<file path="src/sv/ps2md_pkg.sv">
// package: shared types and constants of the ps2 mouse packet decoder
package ps2md_pkg;

    localparam int AUX_DATA_BIT = 5;
    localparam logic [1:0] LAST_BYTE_POS = 2'd2;
    localparam int BUTTON_COUNT = 3;

    typedef enum logic [1:0] {
        KIND_MOVE    = 2'd0,
        KIND_PRESS   = 2'd1,
        KIND_RELEASE = 2'd2
    } event_kind_t;

    // one completed packet as handed from front to back
    typedef struct packed {
        logic                    move;
        logic [7:0]              dx;
        logic [7:0]              dy_raw;
        logic [BUTTON_COUNT-1:0] changed;
        logic [BUTTON_COUNT-1:0] buttons;
    } cmd_t;

    // queue handshake seen by one side
    typedef struct packed {
        logic valid;
        logic ready;
    } qhs_t;

endpackage

</file>
<file path="src/sv/ps2md_in_if.sv">
// interface: input channel carrying one controller transaction
interface ps2md_in_if;
    logic       valid;
    logic       ready;
    logic [7:0] status_byte;
    logic [7:0] data_byte;

    modport source (output valid, output status_byte, output data_byte, input ready);
    modport sink (input valid, input status_byte, input data_byte, output ready);
endinterface

</file>
<file path="src/sv/ps2md_out_if.sv">
// interface: output channel carrying one decoded mouse event
interface ps2md_out_if;
    logic              valid;
    logic              ready;
    logic [1:0]        event_kind;
    logic signed [7:0] delta_x;
    logic signed [8:0] delta_y;
    logic [1:0]        button_number;
    logic              last_event;

    modport source (output valid, output event_kind, output delta_x, output delta_y,
                    output button_number, output last_event, input ready);
    modport sink (input valid, input event_kind, input delta_x, input delta_y,
                  input button_number, input last_event, output ready);
endinterface

</file>
<file path="src/sv/ps2md_front.sv">
// front: accepts controller transactions, assembles packets, classifies changes
module ps2md_front
    import ps2md_pkg::*;
(
    input  logic       clk,
    input  logic       rst_n,
    input  logic       events_enabled,
    ps2md_in_if.sink   pkt_in,
    output logic       push,
    output cmd_t       push_cmd,
    input  logic       push_ready
);

    logic [7:0]              pkt_reg [0:2];
    logic [1:0]              pos_reg, pos_next;
    logic [BUTTON_COUNT-1:0] prev_reg, prev_next;
    logic                    fire;
    logic                    complete;

    assign pkt_in.ready = push_ready;
    assign fire = pkt_in.valid && pkt_in.ready && pkt_in.status_byte[AUX_DATA_BIT];
    assign complete = fire && (pos_reg == LAST_BYTE_POS);

    always_comb
    begin
        pos_next = pos_reg;
        prev_next = prev_reg;
        push_cmd.dx = pkt_reg[1];
        push_cmd.dy_raw = pkt_in.data_byte;
        push_cmd.move = (|pkt_reg[1]) || (|pkt_in.data_byte);
        push_cmd.buttons = pkt_reg[0][BUTTON_COUNT-1:0];
        push_cmd.changed = pkt_reg[0][BUTTON_COUNT-1:0] ^ prev_reg;
        push = complete && events_enabled && (push_cmd.move || (|push_cmd.changed));
        if (fire)
        begin
            pos_next = (pos_reg >= LAST_BYTE_POS) ? 2'd0 : pos_reg + 2'd1;
        end
        if (complete && events_enabled)
        begin
            prev_next = push_cmd.buttons;
        end
    end

    always_ff @(posedge clk or negedge rst_n)
    begin
        if (!rst_n)
        begin
            pos_reg <= '0;
            prev_reg <= '0;
        end
        else
        begin
            pos_reg <= pos_next;
            prev_reg <= prev_next;
        end
    end

    // packet bytes need no reset, each is written before it is read
    always_ff @(posedge clk)
    begin
        if (fire && (pos_reg <= LAST_BYTE_POS))
        begin
            pkt_reg[pos_reg] <= pkt_in.data_byte;
        end
    end

endmodule

</file>
<file path="src/sv/ps2md_queue.sv">
// queue: two-entry fifo of completed packets between front and back
module ps2md_queue
    import ps2md_pkg::*;
(
    input  logic clk,
    input  logic rst_n,
    input  logic push,
    input  cmd_t push_cmd,
    output logic push_ready,
    input  logic pop,
    output cmd_t pop_cmd,
    output logic pop_valid
);

    cmd_t       mem_reg [0:1];
    logic       wr_ptr_reg, wr_ptr_next;
    logic       rd_ptr_reg, rd_ptr_next;
    logic [1:0] count_reg, count_next;
    qhs_t       wr_hs, rd_hs;

    assign wr_hs.valid = push;
    assign wr_hs.ready = (count_reg != 2'd2);
    assign rd_hs.valid = (count_reg != 2'd0);
    assign rd_hs.ready = pop;
    assign push_ready = wr_hs.ready;
    assign pop_valid = rd_hs.valid;
    assign pop_cmd = mem_reg[rd_ptr_reg];

    always_comb
    begin
        wr_ptr_next = wr_ptr_reg;
        rd_ptr_next = rd_ptr_reg;
        count_next = count_reg;
        if (wr_hs.valid && wr_hs.ready)
        begin
            wr_ptr_next = ~wr_ptr_reg;
            count_next = count_next + 2'd1;
        end
        if (rd_hs.valid && rd_hs.ready)
        begin
            rd_ptr_next = ~rd_ptr_reg;
            count_next = count_next - 2'd1;
        end
    end

    always_ff @(posedge clk or negedge rst_n)
    begin
        if (!rst_n)
        begin
            wr_ptr_reg <= 1'b0;
            rd_ptr_reg <= 1'b0;
            count_reg <= '0;
        end
        else
        begin
            wr_ptr_reg <= wr_ptr_next;
            rd_ptr_reg <= rd_ptr_next;
            count_reg <= count_next;
        end
    end

    always_ff @(posedge clk)
    begin
        if (wr_hs.valid && wr_hs.ready)
        begin
            mem_reg[wr_ptr_reg] <= push_cmd;
        end
    end

endmodule

</file>
<file path="src/sv/ps2md_back.sv">
// back: turns one packet command into move and button events, one per cycle unless evt_out stalls
module ps2md_back
    import ps2md_pkg::*;
(
    input  logic       clk,
    input  logic       rst_n,
    input  logic       pop_valid,
    input  cmd_t       pop_cmd,
    output logic       pop,
    ps2md_out_if.source evt_out
);

    cmd_t                    cmd_reg, cmd_next;
    logic                    move_pend_reg, move_pend_next;
    logic [BUTTON_COUNT-1:0] btn_pend_reg, btn_pend_next;
    logic [BUTTON_COUNT-1:0] btn_rem;
    logic                    out_valid_reg, out_valid_next;
    logic [1:0]              kind_reg, kind_next;
    logic [7:0]              dx_reg, dx_next;
    logic [8:0]              dy_reg, dy_next;
    logic [1:0]              btn_reg, btn_next;
    logic                    last_reg, last_next;
    logic                    busy, slot_free, emit, last_now;

    assign busy = move_pend_reg || (|btn_pend_reg);
    assign slot_free = !out_valid_reg || evt_out.ready;
    assign emit = busy && slot_free;
    assign btn_rem = btn_pend_reg & (btn_pend_reg - 1'b1);
    assign last_now = move_pend_reg ? !(|btn_pend_reg) : !(|btn_rem);
    assign pop = pop_valid && (!busy || (emit && last_now));

    always_comb
    begin
        cmd_next = cmd_reg;
        move_pend_next = move_pend_reg;
        btn_pend_next = btn_pend_reg;
        out_valid_next = out_valid_reg && !evt_out.ready;
        kind_next = kind_reg;
        dx_next = dx_reg;
        dy_next = dy_reg;
        btn_next = btn_reg;
        last_next = last_reg;
        if (emit)
        begin
            out_valid_next = 1'b1;
            last_next = last_now;
            if (move_pend_reg)
            begin
                kind_next = KIND_MOVE;
                dx_next = cmd_reg.dx;
                dy_next = 9'd0 - {cmd_reg.dy_raw[7], cmd_reg.dy_raw};
                btn_next = 2'd0;
                move_pend_next = 1'b0;
            end
            else
            begin
                dx_next = '0;
                dy_next = '0;
                btn_next = 2'd3;
                kind_next = cmd_reg.buttons[2] ? KIND_PRESS : KIND_RELEASE;
                if (btn_pend_reg[0])
                begin
                    btn_next = 2'd1;
                    kind_next = cmd_reg.buttons[0] ? KIND_PRESS : KIND_RELEASE;
                end
                else if (btn_pend_reg[1])
                begin
                    btn_next = 2'd2;
                    kind_next = cmd_reg.buttons[1] ? KIND_PRESS : KIND_RELEASE;
                end
                btn_pend_next = btn_rem;
            end
        end
        if (pop)
        begin
            cmd_next = pop_cmd;
            move_pend_next = pop_cmd.move;
            btn_pend_next = pop_cmd.changed;
        end
    end

    always_ff @(posedge clk or negedge rst_n)
    begin
        if (!rst_n)
        begin
            move_pend_reg <= 1'b0;
            btn_pend_reg <= '0;
            out_valid_reg <= 1'b0;
        end
        else
        begin
            move_pend_reg <= move_pend_next;
            btn_pend_reg <= btn_pend_next;
            out_valid_reg <= out_valid_next;
        end
    end

    always_ff @(posedge clk)
    begin
        cmd_reg <= cmd_next;
        kind_reg <= kind_next;
        dx_reg <= dx_next;
        dy_reg <= dy_next;
        btn_reg <= btn_next;
        last_reg <= last_next;
    end

    assign evt_out.valid = out_valid_reg;
    assign evt_out.event_kind = kind_reg;
    assign evt_out.delta_x = dx_reg;
    assign evt_out.delta_y = dy_reg;
    assign evt_out.button_number = btn_reg;
    assign evt_out.last_event = last_reg;

endmodule

</file>
<file path="src/sv/ps2_mouse_packet_decoder_core.sv">
// top level: ps2 mouse three-byte packet decoder
//
// pkt_in takes one controller transaction per cycle (status byte, data byte);
// transactions without the aux data flag (status bit 5) are dropped
// every third aux transaction completes a packet; when events are enabled
// the packet becomes up to four transactions on evt_out: a move event when
// dx or dy is nonzero, then one press or release per changed button 1 to 3,
// with last_event marking the final one of the packet
// after its third byte, the first event of a packet passes the queue, the
// command register and the output register; throughput: the event generator
// issues one event per cycle while evt_out is ready; pkt_in runs one
// transaction per cycle as long as the two-entry packet queue has room
// a stall on evt_out holds the output register, fills the queue and then
// drops pkt_in.ready; nothing is lost
// reset clears byte position, button state, queue and output valid, and
// sets events_enabled; cfg_we writes cfg_wdata into events_enabled
module ps2_mouse_packet_decoder_core
    import ps2md_pkg::*;
(
    input  logic        clk,
    input  logic        rst_n,
    input  logic        cfg_we,
    input  logic        cfg_wdata,
    ps2md_in_if.sink    pkt_in,
    ps2md_out_if.source evt_out
);

    logic events_enabled_reg;
    logic push, push_ready, pop, pop_valid;
    cmd_t push_cmd, pop_cmd;

    // enable register, reset to enabled
    always_ff @(posedge clk or negedge rst_n)
    begin
        if (!rst_n)
        begin
            events_enabled_reg <= 1'b1;
        end
        else if (cfg_we)
        begin
            events_enabled_reg <= cfg_wdata;
        end
    end

    // packet assembly and change detection
    ps2md_front u_front (
        .clk            (clk),
        .rst_n          (rst_n),
        .events_enabled (events_enabled_reg),
        .pkt_in         (pkt_in),
        .push           (push),
        .push_cmd       (push_cmd),
        .push_ready     (push_ready)
    );

    // decouples packet intake from event issue
    ps2md_queue u_queue (
        .clk        (clk),
        .rst_n      (rst_n),
        .push       (push),
        .push_cmd   (push_cmd),
        .push_ready (push_ready),
        .pop        (pop),
        .pop_cmd    (pop_cmd),
        .pop_valid  (pop_valid)
    );

    // event generator with registered output
    ps2md_back u_back (
        .clk       (clk),
        .rst_n     (rst_n),
        .pop_valid (pop_valid),
        .pop_cmd   (pop_cmd),
        .pop       (pop),
        .evt_out   (evt_out)
    );

endmodule

</file>
<file path="src/flat_wrapper.sv">
// flat-port wrapper written by rule: the top's interface ports become plain ports
module ps2_mouse_packet_decoder_core_flat import ps2md_pkg::*;
  (clk, rst_n, cfg_we, cfg_wdata, pkt_in_valid, pkt_in_status_byte, pkt_in_data_byte, pkt_in_ready, evt_out_valid, evt_out_event_kind, evt_out_delta_x, evt_out_delta_y, evt_out_button_number, evt_out_last_event, evt_out_ready);
  ps2md_in_if pkt_in_i ();
  ps2md_out_if evt_out_i ();
  input  logic clk;
  input  logic rst_n;
  input  logic cfg_we;
  input  logic cfg_wdata;
  input wire logic [$bits(pkt_in_i.valid)-1:0] pkt_in_valid;
  input wire logic [$bits(pkt_in_i.status_byte)-1:0] pkt_in_status_byte;
  input wire logic [$bits(pkt_in_i.data_byte)-1:0] pkt_in_data_byte;
  output wire logic [$bits(pkt_in_i.ready)-1:0] pkt_in_ready;
  output wire logic [$bits(evt_out_i.valid)-1:0] evt_out_valid;
  output wire logic [$bits(evt_out_i.event_kind)-1:0] evt_out_event_kind;
  output wire logic [$bits(evt_out_i.delta_x)-1:0] evt_out_delta_x;
  output wire logic [$bits(evt_out_i.delta_y)-1:0] evt_out_delta_y;
  output wire logic [$bits(evt_out_i.button_number)-1:0] evt_out_button_number;
  output wire logic [$bits(evt_out_i.last_event)-1:0] evt_out_last_event;
  input wire logic [$bits(evt_out_i.ready)-1:0] evt_out_ready;
  assign pkt_in_i.valid = pkt_in_valid;
  assign pkt_in_i.status_byte = pkt_in_status_byte;
  assign pkt_in_i.data_byte = pkt_in_data_byte;
  assign pkt_in_ready = pkt_in_i.ready;
  assign evt_out_valid = evt_out_i.valid;
  assign evt_out_event_kind = evt_out_i.event_kind;
  assign evt_out_delta_x = evt_out_i.delta_x;
  assign evt_out_delta_y = evt_out_i.delta_y;
  assign evt_out_button_number = evt_out_i.button_number;
  assign evt_out_last_event = evt_out_i.last_event;
  assign evt_out_i.ready = evt_out_ready;
  ps2_mouse_packet_decoder_core u_core (.clk(clk), .rst_n(rst_n), .cfg_we(cfg_we), .cfg_wdata(cfg_wdata), .pkt_in(pkt_in_i), .evt_out(evt_out_i));
endmodule
</file>
<file path="config.mk">
export PLATFORM = sky130hd
export DESIGN_NAME = ps2_mouse_packet_decoder_core_flat
export DESIGN_NICKNAME = d
export VERILOG_FILES = /design/src/sv/ps2md_pkg.sv /design/src/sv/ps2md_in_if.sv /design/src/sv/ps2md_out_if.sv /design/src/sv/ps2md_front.sv /design/src/sv/ps2md_queue.sv /design/src/sv/ps2md_back.sv /design/src/sv/ps2_mouse_packet_decoder_core.sv /design/src/flat_wrapper.sv
export SDC_FILE = /design/constraint.sdc
export NUM_CORES = 1
export LEC_CHECK = 0
export ABC_AREA = 1
export BUFFER_PORTS_ARGS = -buffer_cell sky130_fd_sc_hd__buf_2
export CORE_MARGIN = 1
export CORE_UTILIZATION = 60
export CTS_BUF_LIST = sky130_fd_sc_hd__clkbuf_4 sky130_fd_sc_hd__clkbuf_8
export DETAILED_ROUTE_END_ITERATION = 6
export PLACE_DENSITY = 0.93
export SLEW_MARGIN = 20
export SYNTH_ARGS = -nofsm -noshare
export SYNTH_HDL_FRONTEND = slang
export SYNTH_SLANG_ARGS = --single-unit
</file>
<file path="constraint.sdc">
create_clock -name clk -period 3.1 [get_ports clk]
set_clock_uncertainty 0.1 [all_clocks]
set_input_delay 0.465 -clock clk [delete_from_list [all_inputs] [get_ports clk]]
set_output_delay 0.465 -clock clk [all_outputs]
set_load 0.1 [all_outputs]
</file>
==> flow_summary.yaml, run 1 <==
status:
  status: "complete, no violations"
cells_and_area:
  utilization_pct: 71.0
  syn_to_final_growth_pct: 15.3
  fill_cells: 457
  final_area_um2: 5120
  finalNetCount: 435
  diodes: 0
  drive_above_1_share_pct: 20.6
  final_common_cell: "nand2_1"
  final_cell_mix: "nand2_1 (116), edfxtp_1 (98), inv_1 (40)"
  largest_reg_flops: 46
route:
  drt_iter0_markers: 231
  ant_nets: 0
  wire_per_inst_um: 13.7
  drc_errors: 0
  vias_per_cell: 5.09
  vias: 2655
  routed_wl_um: 7130
  first_pass_iters: 5
grt:
  busiest_layer: "met2"
  grt_pass1_wl_um: 11500
  grt_util_met3_pct: 6.88
  grt_pass1_vias: 2524
  use_met2_pct: 33.5
  grt_max_degree: 26
  grt_overflow: 0
  antenna_found_initial: 0
  grt_use_total_pct: 20.9
  grt_util_met1_pct: 25.7
setup_path:
  path_max_fanout: 23
  rr_endpoint: "u_core.u_back.btn_pend_reg[1]"
  r2r_start: "u_core.u_back.move_pend_reg"
  path_class: "flip-flop to flip-flop"
  cpMaxStageDelayCell: "dfrtp_1"
  path_cells: "inv_1, nand2_2, nand2_1, inv_2, nand2_1, inv_1, nor2_2, nand2_1, o211ai_1"
  worst_ep_required_time_ps: 3300
  r2r_slack_ps: 750
  slowest_delay_ps: 720
  critPathArrivalTime_ps: 2550
  critical_path_buf_inv_count: 3
  crit_family: "buffers and inverters"
  start_kind: "flip-flop"
  crit_path_end_kind: "flip-flop"
  path_common_cell: "nand2_1"
  ff2ff_path_depth: 9
min_path:
  hold_start: "pkt_in_data_byte[5]"
  hold_end: "u_core.u_queue.mem_reg[0][11]"
  min_path_cells: 1
  hold_path.class: "input port to flip-flop"
placed_design:
  placed_cell_area_um2: 4730
  place_congestion: 0.781
  dp_hpwl_um: 4690
  io_buffer_count: 38
synth:
  syn-instance-count: 358
  synth_cell_types: 32
  async_flop_share_pct: 13.3
  yosysSeqAreaShare_pct: 74.7
  ys.flop_type: "edfxtp_1"
  synth_edf_count: 98
  synth_nets: 383
  syn-mean-instance-area_um2: 12.4
  synth_area_um2: 4440
  ys_warn_count: 0
  synth-seq-cells: 113
floorplan:
  start_util_pct: 61.6
  io_pins: 46
  die_h_um: 88.1
  core_area_um2: 7210
  num_rows: 31
  die_area_um2: 7750
  fp.dieW_um: 88.1
clocking:
  post-cts-setup-buffer-count: 0
  worst_skew_pair.late_latency_ps: 430
  htree_levels: 4
  tritoncts: "yes"
  cts.clk_slew.worst_paths_ps: 70
  cts_sinks: 113
  cts_root_buffer: "clkbuf_8"
  cts_made_buffers: 17
  cts.path.max_buffers: 2
timing:
  clock.fmax_mhz: 426
  fin_crit_ps: 2350
  slew_viol_final: 0
  rsz0062_at_grt: "false"
  slew_headroom_pct: 45.5
  setup_viol: 0
  tightest_slew_ps: 815
  period_share_pct: 75.7
  hold_violations: 0
  fin_tns_setup_ps: 0
job:
  cap_violations: 0
-- how the worst max path moves through the flow --
| stage | cells past startpoint | slack (ps) | start | to |
|---|---|---|---|---|
| after floorplan | 6 | 340 | u_core.u_queue.count_reg[0] | u_core.u_queue.mem_reg[1][0] |
| after global placement | 7 | 910 | u_core.u_queue.count_reg[0] | u_core.u_queue.mem_reg[1][21] |
| after detailed placement | 9 | 810 | u_core.u_back.move_pend_reg | u_core.u_back.btn_pend_reg[2] |
| after CTS | 9 | 790 | u_core.u_back.move_pend_reg | u_core.u_back.btn_pend_reg[1] |
| after global routing | 9 | 520 | u_core.u_back.move_pend_reg | u_core.u_back.btn_pend_reg[1] |
| final | 9 | 750 | u_core.u_back.move_pend_reg | u_core.u_back.btn_pend_reg[1] |
-- cell type report --
class	count	area (um^2)	area share [%]
Multi-Input combinational cell	195	922	18.0
Clock buffer	24	293	5.71
Clock inverter	8	90.1	1.76
Tap cell	99	124	2.42
Sequential cell	113	3320	64.8
Inverter	41	154	3.00
Timing Repair Buffer	42	223	4.35
-- routing by layer --
metal	wire length [um]	vias up
met2	3600	114
met4	200	0
met3	467	19
li1	-	1297
met1	2860	1225
met5	0	-
-- metrics by stage --
| stage | setup WS [ps] | instances | hold slack (ps) |
|---|---|---|---|
| after CTS | 786 | 522 | 135 |
| after detailed placement | 807 | 489 | 287 |
| after global placement | 915 | 489 | 284 |
| after global routing | 520 | 522 | 147 |
| after floorplan | 340 | 358 | 69.4 |
| final | 753 | 522 | 151 |
-- Yosys cell counts, types with 2 or more instances --
cell type	n	area, um^2
nand2_1	116	435
edfxtp_1	98	2940
inv_1	40	150
nor2_1	24	90.1
dfrtp_1	14	350
nand3_1	9	45.0
a21oi_1	8	40.0
o21ai_0	7	35.0
clkbuf_1	6	22.5
ha_1	3	37.5
nand2_2	3	18.8
nor3_1	3	15.0
o211ai_1	3	22.5
buf_6	2	22.5
mux2i_1	2	20.0
nand3b_1	2	15.0
o21bai_1	2	15.0
xor2_1	2	17.5
-- what timing repair did --
item | CTS | global route
endpoints found under the hold margin | 14 | 0
hold buffers | 1 | 0
resized for setup | 0 | 0
-- kinds of logic (layout without fill, tap and decap cells) --
| kind of cell | Yosys count | count (layout) | share of synthesized area, % |
|---|---|---|---|
| AO/OA/AOI/OAI | 25 | 25 | 3.83 |
| XOR/XNOR | 2 | 2 | 0.394 |
| adder cells (fa/ha/maj) | 3 | 3 | 0.845 |
| buffers and inverters | 50 | 115 | 4.59 |
| flip-flops | 113 | 113 | 74.7 |
| multiplexers | 3 | 3 | 0.704 |
| AND/OR/NAND/NOR | 162 | 162 | 14.9 |
Power of run 1 is not shown: default switching activity piles up to over one toggle a cycle in this logic, so the estimate is an artifact.
==> run 2, diff against run 1 <==
clock period = 2.38 ns   (was 3.1 ns; I/O delays follow)
==> run 2 against run 1 <==
  * Worst hold slack got worse by 90 ps
  * First-iteration DRC count rose by 6.1%
  * Maximum frequency grew 12%
  * Non-clock buffer count grew 6
  * Register-to-register slack worse by 470 ps
  * Sequential share of layout area down 0.44 points
  * Count of clock-buffer cells in the layout decreased by 3
  * Die area unchanged
  * Design area is 0.68% higher
  * Utilization grew 0.49 points
  * Critical endpoint is now u_core.u_queue.mem_reg[1][13]
  * Highest routed layer unchanged
==> flow_summary.yaml, run 2 (synthesis results as in run 1) <==
status:
  status: "complete, no violations"
floorplan:
  die_area_um2: 7750
  fp.dieW_um: 88.1
  core_area_um2: 7210
  io_pins: 46
  start_util_pct: 61.6
  num_rows: 31
  die_h_um: 88.1
clocking:
  cts_resized: 0
  cts.path.max_buffers: 2
  tritoncts: "yes"
  worst_skew_pair.late_latency_ps: 410
  htree_levels: 4
  cts_made_buffers: 17
  cts.clk_slew.worst_paths_ps: 60
  cts_root_buffer: "clkbuf_8"
  cts_sinks: 113
placed_design:
  placed_cell_area_um2: 4790
  place_congestion: 0.775
  placedCellCount: 495
  io_buffer_count: 38
  dp_hpwl_um: 4930
route:
  first_pass_iters: 4
  vias: 2669
  ant_nets: 0
  routed_wl_um: 7300
  vias_per_cell: 5.06
  wire_per_inst_um: 13.8
  drc_errors: 0
  drt_iter0_markers: 245
cells_and_area:
  final_cells: 527
  fill_cells: 481
  multi_input_area_um2: 925
  syn_to_final_growth_pct: 16.1
  final_area_um2: 5160
  finalNetCount: 441
  diodes: 0
  seq_area_um2: 3320
  final_common_cell: "nand2_1"
  largest_reg_flops: 46
  final_cell_mix: "nand2_1 (116), edfxtp_1 (98), inv_1 (40)"
  drive_above_1_share_pct: 20.6
setup_path:
  path_class: "flip-flop to flip-flop"
  start_kind: "flip-flop"
  worst_ep_required_time_ps: 2360
  r2r_slack_ps: 290
  path_max_fanout: 23
  critPathArrivalTime_ps: 2080
  crit_path_end_kind: "flip-flop"
job:
  cap_violations: 0
grt:
  grt_overflow: 0
  grt_pass1_wl_um: 11600
  antenna_found_initial: 0
  grt_use_total_pct: 21.4
  grt_pass1_vias: 2429
  grt_max_degree: 25
timing:
  rsz0062_at_grt: "false"
  slew_headroom_pct: 58.2
  setup_viol: 0
  fin_crit_ps: 2090
  slew_viol_final: 0
  tightest_slew_ps: 626
  fin_tns_setup_ps: 0
  clock.fmax_mhz: 478
  hold_violations: 0
  period_share_pct: 87.9
min_path:
  hold_path.class: "input port to flip-flop"
-- run 2: cell types whose count changed in the layout (fill, tap and decap cells not counted) --
cell      before  now
clkinv_2       6    3
clkbuf_8      18   17
buf_4          3    8
nor2_2         2    3
nor2_1        23   22
clkbuf_4       6    4
clkinv_1       0    5
buf_12         0    1
-- run 2: routing by layer --
metal / global-route usage [%] / routed length (um) / vias up
li1: - / - / 1306
met1: 27.1 / 3000 / 1236
met2: 32.8 / 3680 / 111
met3: 8.01 / 467 / 16
met4: 10.7 / 150 / 0
met5: 0 / 0 / -
-- run 2: cell type report --
cell class	instances	share of cell area, %
sequential	113	64.3
multi-input combinational	195	17.9
timing repair buffer	48	5.43
clock buffer	21	5.12
inverter	41	2.98
tap	99	2.40
clock inverter	10	1.82
-- run 2: final timing paths --
kind	startpoint	endpoint	cells past startpoint
worst max-delay path	u_core.u_queue.count_reg[0]	u_core.u_queue.mem_reg[1][13]	7
worst min-delay path	pkt_in_data_byte[6]	u_core.u_front.pkt_reg[1][6]	1
max in group asynchronous	rst_n	u_core.events_enabled_reg	2
min in group asynchronous	rst_n	u_core.u_queue.rd_ptr_reg	2
worst min register to register	u_core.u_front.pkt_reg[1][6]	u_core.u_queue.mem_reg[1][20]	0
worst max register to register	u_core.u_queue.count_reg[0]	u_core.u_queue.mem_reg[1][13]	7
-- run 2: stage by stage --
stage | hold WS, ps | utilization (%) | worst slack, ps
final | 60.7 | 71.5 | 288
after global routing | 30.9 | 71.5 | 152
after CTS | 31.9 | 71.5 | 274
after detailed placement | 185 | 66.4 | 325
after global placement | 176 | 66.4 | 417
after floorplan | -38.6 | - | 9.00
-- run 2: critical path: stages, from the launching register on --
cell      delay (ps)
dfrtp_1          380
inv_1            100
ha_1             250
nor2_4           150
nand4_1          110
o21bai_4         220
nor2_2           120
buf_4            320
-- run 2: timing repair --
action                    in CTS  in global routing
hold buffers                   1                  0
hold endpoints to repair      14                  0
setup buffers                  0                  0
Power of run 2 is left out for the same reason.
